===== config.mk =====
export PLATFORM = sky130hd
export DESIGN_NAME = top_n_largest_index_select
export DESIGN_NICKNAME = d
export VERILOG_FILES = /design/src/rtl/core/nlis_pkg.sv /design/src/rtl/core/top_n_largest_index_select.sv /design/src/rtl/core/nlis_insert.sv /design/src/rtl/core/nlis_drain.sv
export SDC_FILE = /design/constraint.sdc
export NUM_CORES = 1
export LEC_CHECK = 0
export CELL_PAD_IN_SITES_DETAIL_PLACEMENT = 1
export CELL_PAD_IN_SITES_GLOBAL_PLACEMENT = 1
export CORE_MARGIN = 1.5
export CORE_UTILIZATION = 52
export CTS_BUF_LIST = sky130_fd_sc_hd__clkbuf_16
export DETAILED_ROUTE_END_ITERATION = 16
export DONT_BUFFER_PORTS = 1
export PLACE_DENSITY = 0.85
export RECOVER_POWER = 50
export SYNTH_ARGS = -nofsm -noshare
export SYNTH_HDL_FRONTEND = slang
export SYNTH_SLANG_ARGS = --single-unit

===== constraint.sdc =====
create_clock -name clock -period 7.4 [get_ports clock]
set_clock_uncertainty 0.1 [all_clocks]
set_input_delay 0 -clock clock [delete_from_list [all_inputs] [get_ports clock]]
set_output_delay 0 -clock clock [all_outputs]
set_load 0.01 [all_outputs]

===== src/rtl/core/nlis_pkg.sv =====
// Shared types and defaults for the N-largest index selector.
package nlis_pkg;

   // Default configuration
   localparam int PICK_COUNT_DEF     = 5;
   localparam int ROW_LENGTH_MAX_DEF = 512;

   // Field widths
   localparam int VALUE_W = 32;
   localparam int POS_W   = 9;

   // Input word: one row element
   typedef struct packed {
      logic [VALUE_W-1:0] cost_value;
      logic               row_end;
   } req_type;

   // Result word: one selected element
   typedef struct packed {
      logic [POS_W-1:0]   position;
      logic [VALUE_W-1:0] chosen_value;
      logic               final_pick;
   } rsp_type;

   // One held list entry
   typedef struct packed {
      logic [VALUE_W-1:0] value;
      logic [POS_W-1:0]   position;
   } entry_type;

   // Handoff from the insertion list to the drain bank
   typedef struct packed {
      logic load;
   } handoff_type;

endpackage


===== src/rtl/core/top_n_largest_index_select.sv =====
// Top level of the N-largest index selector: input register, list and drain.
//
// Feed a row of unsigned Q16.16 values one word per cycle on req_word with
// start; a word is taken on a clock edge where start is high and busy is low.
// Mark the last element with row_end. Rows stream at one element per cycle
// while busy is low, via the input register into the insertion list. A row
// end loads the drain bank; one result per cycle then leaves through a result
// register, up to PICK_COUNT of them, largest value first, equal values in
// row order, with final_pick on the last. Results are shown for exactly one
// cycle and cannot be stalled. busy is high for the cycle after a row end is
// taken and while more than two results of a finished row remain to go out;
// the next row may be loaded while the previous one drains. Elements past
// ROW_LENGTH_MAX are ignored, though their row_end still closes the row.
module top_n_largest_index_select #(
   parameter int PICK_COUNT     = nlis_pkg::PICK_COUNT_DEF,
   parameter int ROW_LENGTH_MAX = nlis_pkg::ROW_LENGTH_MAX_DEF
) (
   input  logic              clock,
   input  logic              reset,
   input  logic              start,
   output logic              busy,
   input  nlis_pkg::req_type req_word,
   output logic              rsp_strobe,
   output nlis_pkg::rsp_type rsp_word
);

   localparam int CNT_W = $clog2(PICK_COUNT + 3);

   logic                  stage_valid_ff;
   logic                  stage_valid_in;
   nlis_pkg::req_type     stage_word_ff;
   nlis_pkg::handoff_type handoff;
   logic [CNT_W-1:0]      load_count;
   nlis_pkg::entry_type   load_entries [PICK_COUNT];
   logic                  drain_full;

   // Hold off while a row end waits to load or the drain bank is too full
   assign busy           = (stage_valid_ff && stage_word_ff.row_end) || drain_full;
   assign stage_valid_in = start && !busy;

   // Input register
   always_ff @(posedge clock) begin
      if (reset) begin
         stage_valid_ff <= 1'b0;
      end else begin
         stage_valid_ff <= stage_valid_in;
      end
   end

   always_ff @(posedge clock) begin
      stage_word_ff <= req_word;
   end

   nlis_insert #(
      .PICK_COUNT     (PICK_COUNT),
      .ROW_LENGTH_MAX (ROW_LENGTH_MAX)
   ) u_insert (
      .clock        (clock),
      .reset        (reset),
      .in_valid     (stage_valid_ff),
      .in_word      (stage_word_ff),
      .handoff      (handoff),
      .load_count   (load_count),
      .load_entries (load_entries)
   );

   nlis_drain #(
      .PICK_COUNT (PICK_COUNT)
   ) u_drain (
      .clock        (clock),
      .reset        (reset),
      .handoff      (handoff),
      .load_count   (load_count),
      .load_entries (load_entries),
      .drain_full   (drain_full),
      .rsp_strobe   (rsp_strobe),
      .rsp_word     (rsp_word)
   );

endmodule


===== src/rtl/core/nlis_insert.sv =====
// Sorted top-N list with parallel insertion.
module nlis_insert #(
   parameter int PICK_COUNT     = nlis_pkg::PICK_COUNT_DEF,
   parameter int ROW_LENGTH_MAX = nlis_pkg::ROW_LENGTH_MAX_DEF,
   localparam int CNT_W         = $clog2(PICK_COUNT + 3)
) (
   input  logic                clock,
   input  logic                reset,
   input  logic                in_valid,
   input  nlis_pkg::req_type   in_word,
   output nlis_pkg::handoff_type handoff,
   output logic [CNT_W-1:0]    load_count,
   output nlis_pkg::entry_type load_entries [PICK_COUNT]
);

   localparam int IPOS_W = $clog2(ROW_LENGTH_MAX + 1);
   localparam logic [IPOS_W-1:0] POS_LIMIT = IPOS_W'(ROW_LENGTH_MAX);

   nlis_pkg::entry_type    entry_ff [PICK_COUNT];
   nlis_pkg::entry_type    entry_in [PICK_COUNT];
   logic [PICK_COUNT-1:0]  valid_ff;
   logic [PICK_COUNT-1:0]  valid_in;
   logic [PICK_COUNT-1:0]  valid_nx;
   logic [IPOS_W-1:0]      ipos_ff;
   logic [IPOS_W-1:0]      ipos_in;
   logic [PICK_COUNT-1:0]  ins;
   logic                   take;
   logic                   row_done;
   nlis_pkg::entry_type    new_entry;

   // Compare the incoming value against every held entry and build the next list
   always_comb begin
      take                = in_valid && (ipos_ff < POS_LIMIT);
      row_done            = in_valid && in_word.row_end;
      new_entry.value     = in_word.cost_value;
      new_entry.position  = nlis_pkg::POS_W'(ipos_ff);

      // Insertion point: first slot that is empty or strictly smaller
      for (int i = 0; i < PICK_COUNT; i++) begin
         ins[i] = !valid_ff[i] || (entry_ff[i].value < in_word.cost_value);
      end

      // Slot zero takes the new value or keeps its own
      if (take && ins[0]) begin
         entry_in[0] = new_entry;
      end else begin
         entry_in[0] = entry_ff[0];
      end
      valid_nx[0] = valid_ff[0] || take;

      // Remaining slots: new value at the boundary, shifted entry below it
      for (int i = 1; i < PICK_COUNT; i++) begin
         if (take && ins[i] && !ins[i-1]) begin
            entry_in[i] = new_entry;
         end else if (take && ins[i]) begin
            entry_in[i] = entry_ff[i-1];
         end else begin
            entry_in[i] = entry_ff[i];
         end
         valid_nx[i] = valid_ff[i] || (take && valid_ff[i-1]);
      end

      // Advance the position counter, saturating at the row limit
      ipos_in = take ? ipos_ff + IPOS_W'(1) : ipos_ff;

      // Clear the list at row end
      if (row_done) begin
         valid_in = '0;
         ipos_in  = '0;
      end else begin
         valid_in = valid_nx;
      end

      handoff.load      = row_done;
      load_count        = CNT_W'($countones(valid_nx));
      load_entries      = entry_in;
   end

   // Hold the list entries
   always_ff @(posedge clock) begin
      entry_ff <= entry_in;
   end

   // Hold the list control state
   always_ff @(posedge clock) begin
      if (reset) begin
         valid_ff <= '0;
         ipos_ff  <= '0;
      end else begin
         valid_ff <= valid_in;
         ipos_ff  <= ipos_in;
      end
   end

endmodule


===== src/rtl/core/nlis_drain.sv =====
// Drain bank that shifts a finished list out one result word per cycle.
module nlis_drain #(
   parameter int PICK_COUNT = nlis_pkg::PICK_COUNT_DEF,
   localparam int CNT_W     = $clog2(PICK_COUNT + 3)
) (
   input  logic                 clock,
   input  logic                 reset,
   input  nlis_pkg::handoff_type handoff,
   input  logic [CNT_W-1:0]     load_count,
   input  nlis_pkg::entry_type  load_entries [PICK_COUNT],
   output logic                 drain_full,
   output logic                 rsp_strobe,
   output nlis_pkg::rsp_type    rsp_word
);

   localparam logic [CNT_W-1:0] CNT_ONE = CNT_W'(1);
   localparam logic [CNT_W-1:0] CNT_TWO = CNT_W'(2);

   nlis_pkg::entry_type drain_ff [PICK_COUNT];
   nlis_pkg::entry_type drain_in [PICK_COUNT];
   logic [CNT_W-1:0]    cnt_ff;
   logic [CNT_W-1:0]    cnt_in;
   logic                strobe_ff;
   logic                strobe_in;
   nlis_pkg::rsp_type   rsp_ff;
   nlis_pkg::rsp_type   rsp_in;
   logic                emit;

   // Emit the head entry, then shift or reload the bank
   always_comb begin
      emit                = (cnt_ff != '0);
      strobe_in           = emit;
      rsp_in.position     = drain_ff[0].position;
      rsp_in.chosen_value = drain_ff[0].value;
      rsp_in.final_pick   = (cnt_ff == CNT_ONE);

      if (handoff.load) begin
         drain_in = load_entries;
         cnt_in   = load_count;
      end else if (emit) begin
         for (int i = 0; i < PICK_COUNT - 1; i++) begin
            drain_in[i] = drain_ff[i+1];
         end
         drain_in[PICK_COUNT-1] = drain_ff[PICK_COUNT-1];
         cnt_in = cnt_ff - CNT_ONE;
      end else begin
         drain_in = drain_ff;
         cnt_in   = cnt_ff;
      end
   end

   // Hold the bank and the result payload
   always_ff @(posedge clock) begin
      drain_ff <= drain_in;
      rsp_ff   <= rsp_in;
   end

   // Hold the count and the strobe
   always_ff @(posedge clock) begin
      if (reset) begin
         cnt_ff    <= '0;
         strobe_ff <= 1'b0;
      end else begin
         cnt_ff    <= cnt_in;
         strobe_ff <= strobe_in;
      end
   end

   assign drain_full = (cnt_ff > CNT_TWO);
   assign rsp_strobe = strobe_ff;
   assign rsp_word   = rsp_ff;

endmodule

==> flow_summary.ini <==
[timing]
fin_crit_ns = 5.022
hold_viol_final = 0
fmax_ghz = 0.1991
rsz0062_at_grt = false
drv_slew = 96
hold_slack_ns = 0.02205
relSlewSlack_pct = -67.58
post-route-period-util_pct = 67.86
worst_pin_slew_ns = 2.508
setup_viol = 0
final.setup.tns_ns = 0

[power]
p_leak_nw = 11.23
vdd_drop_max_mv = 1.263
power.density_mw_per_mm2 = 433.6
p_total_mw = 11.55

[synth]
synthAdderAreaFrac_pct = 8.671
async_reset_ff_share_pct = 0
synth-edff-count = 205
ys.flop_type = dfxtp_1
synth.distinct_cells = 54
syn_area_sq_mm = 0.02384
synth_compound_area_share_pct = 15.70
yosysSeqAreaShare_pct = 51.02
syn_nets = 2386
yosys_register_bits = 505
muxShareOfSynthArea_pct = 10.88
yosys_warnings = 0
syn_avg_cell_area_sq_um = 10.90
netlist_instances = 2186
yosys.area_share.simple_pct = 9.579
synthXorXnorAreaFrac_pct = 0.3307
synth_top_family_by_area = compound AO/OA/AOI/OAI gates

[clocking]
root_buffer = clkbuf_16
cts_tree = yes
post_cts_resized = 0
clk_pin_slew_ns = 0.06
clock_latency_ns = 0.62
h-tree-depth = 2
clkSinkCount = 505
cts_max_path_buffers = 3
cts_made_buffers = 53

[cells_and_area]
syn_to_final_growth_pct = 11.80
final_cells = 2843
n_antenna_cell = 0
layout.area.seq_sq_mm = 0.01216
multi_input_area_sq_mm = 0.01083
fillers = 4698
layout-drive-gt1-share_pct = 11.73
final_nets = 2398

[run_status]
status = complete, but fails checks
violations = capacitance limit, slew limit

[setup_path]
worstPathRequired_ns = 7.63
r2r_end = u_drain.drain_ff[188]
cp-startpoint = stage_word_ff[28]
cp_max_fo = 23
worst-setup-path-type = flop to flop
critPathCaptureType = flop
worstSetupStartpointType = flop
cp.arrival_ns = 5.25
worstReg2RegStart = stage_word_ff[28]
rr_worst_depth = 10
r2r_slack_ns = 2.38

[placement]
dp_hpwl_microns = 42160
io_buffers = 0
globalplace.congestion = 0.8764
dp_cells = 2674

[floorplanning]
rows = 78
dieArea_sq_mm = 0.04713
core_region_area_sq_mm = 0.04528
start_util_pct = 52.64
dieHeight_microns = 217.1
fp.dieW_microns = 217.1
ioPinCount = 80

[routing]
vias = 17750
drt-initial-drc-count = 1263
drc = 0
drt-total-wl_microns = 69560
drtAntennaViolNets = 0
first_pass_iters = 6
drt-wirelength-per-cell_microns = 24.47
via_per_inst = 6.244

[worst_hold_path]
hp-class = input pin to flop
min_from = reset
hold_path_end = u_drain.rsp_strobe
whs_path_depth = 2

[run]
drv_cap = 3

[grt]
grt_pass1_vias = 19080
antenna_found_initial = 1
grt_usage_pct = 29.65
grt_pass1_wl_microns = 109400
grt_max_degree = 165
grt-ovfl-total = 0
## final cells by class
class                   count  area share, %
well taps                 600          2.817
multi-input cells        1472          40.65
inverters                  75          1.085
clock inverters            44          1.343
repair buffers             91          3.216
clock buffers              56          5.258
flip-flops and latches    505          45.63
## sequential cells by signal, summed over array words and instances (netlist names), 3 cells and up
name               cells
u_drain.drain_ff     205
u_insert.entry_ff    205
u_drain.rsp_word      42
stage_word_ff         33
u_insert.ipos_ff      10
u_insert.valid_ff      5
u_drain.cnt_ff         3
## Yosys cell counts, types with 3 or more instances
master | n | area share (%)
a211oi_1 | 6 | 0.19
a211oi_2 | 41 | 2.2
a21bo_1 | 20 | 0.84
a21bo_2 | 21 | 0.88
a21o_1 | 8 | 0.25
a21oi_1 | 188 | 3.9
a221o_1 | 4 | 0.17
a221oi_1 | 5 | 0.18
a22oi_1 | 3 | 0.094
a31oi_1 | 43 | 1.1
and2_1 | 3 | 0.079
and3_1 | 4 | 0.10
and4_1 | 9 | 0.33
buf_1 | 6 | 0.094
buf_2 | 36 | 0.76
buf_4 | 6 | 0.19
buf_6 | 8 | 0.38
clkbuf_1 | 78 | 1.2
dfxtp_1 | 300 | 25
edfxtp_1 | 205 | 26
ha_1 | 162 | 8.5
inv_1 | 74 | 1.2
mux2_2 | 112 | 5.3
mux2i_1 | 133 | 5.6
nand2_1 | 181 | 2.9
nand2b_1 | 5 | 0.13
nand3_1 | 61 | 1.3
nand3b_1 | 40 | 1.3
nand4_1 | 20 | 0.52
nor2_1 | 155 | 2.4
nor2b_1 | 9 | 0.24
nor3_1 | 7 | 0.15
nor4_1 | 4 | 0.10
o211ai_1 | 83 | 2.6
o21a_1 | 14 | 0.44
o21ai_0 | 101 | 2.1
o31ai_1 | 3 | 0.094
xnor2_1 | 3 | 0.11
xor2_1 | 6 | 0.22
## stage by stage
| stage | cell area (sq um) | util [%] | worst slack [ns] |
|---|---|---|---|
| floorplan | 23840 | - | 1.963 |
| global placement | 24220 | 53.50 | 3.123 |
| detailed placement | 24220 | 53.50 | 2.980 |
| CTS | 26670 | 58.91 | 2.908 |
| global route | 26650 | 58.85 | 2.156 |
| finish | 26650 | 58.85 | 2.378 |
## worst max-delay path by stage
stage / endpoint / slack (ns) / depth (start not counted)
after CTS: u_drain.drain_ff[143] / 2.91 / 10
after floorplan: u_drain.drain_ff[100] / 1.96 / 4
after global placement: u_drain.drain_ff[85] / 3.12 / 11
final: u_drain.drain_ff[188] / 2.38 / 10
after global routing: u_drain.drain_ff[188] / 2.16 / 10
after detailed placement: u_drain.drain_ff[143] / 2.98 / 10
## layout by cell type, fill, tap and decap left out, drive strengths merged, types with 85 or more instances in the layout
master	synthesis	final
ha	162	162
nand2	181	181
nor2	155	155
edfxtp	205	205
inv	75	85
mux2	112	112
dfxtp	300	300
mux2i	133	133
o21ai	101	101
a21oi	188	188
## report_power, final
part	total [mW]	switching [mW]	leakage (nW)	internal [mW]
Combinational	3.55	2.16	5.82	1.39
Sequential	5.28	0.897	4.51	4.38
Clock	2.73	1.16	0.894	1.57
## critical path, cell delays in order (launching register included)
cell and delay, ns:
dfxtp_1 0.42, inv_1 0.16, ha_1 0.35, a21oi_1 0.21, o21ai_0 0.12, a221oi_1 0.52
o22ai_1 0.24, nor3_1 0.32, clkbuf_1 1.49, mux2_2 0.46, mux2_2 0.33
## logic make-up after synthesis
logic type | count (synthesis)
AOI/OAI and AO/OA | 553
xor gates and xnor gates | 9
adders and majority gates | 164
buffers and inverters | 209
DFF | 505
muxes | 245
and+or+nand+nor | 501
## timing repair
item                      CTS  global route
buffers inserted            0             0
hold endpoints to repair   47             0
hold buffers               69             0
## per-layer routing
layer | vias to the layer above | GRT usage (%) | share of wire, %
met4 | 2 | 10.02 | 2.5
met2 | 513 | 51.27 | 50
met5 | - | 0 | 0.014
met1 | 9057 | 38.24 | 43
met3 | 136 | 3.857 | 4.8
li1 | 8045 | - | -
Power figures use the tool's default switching activity.
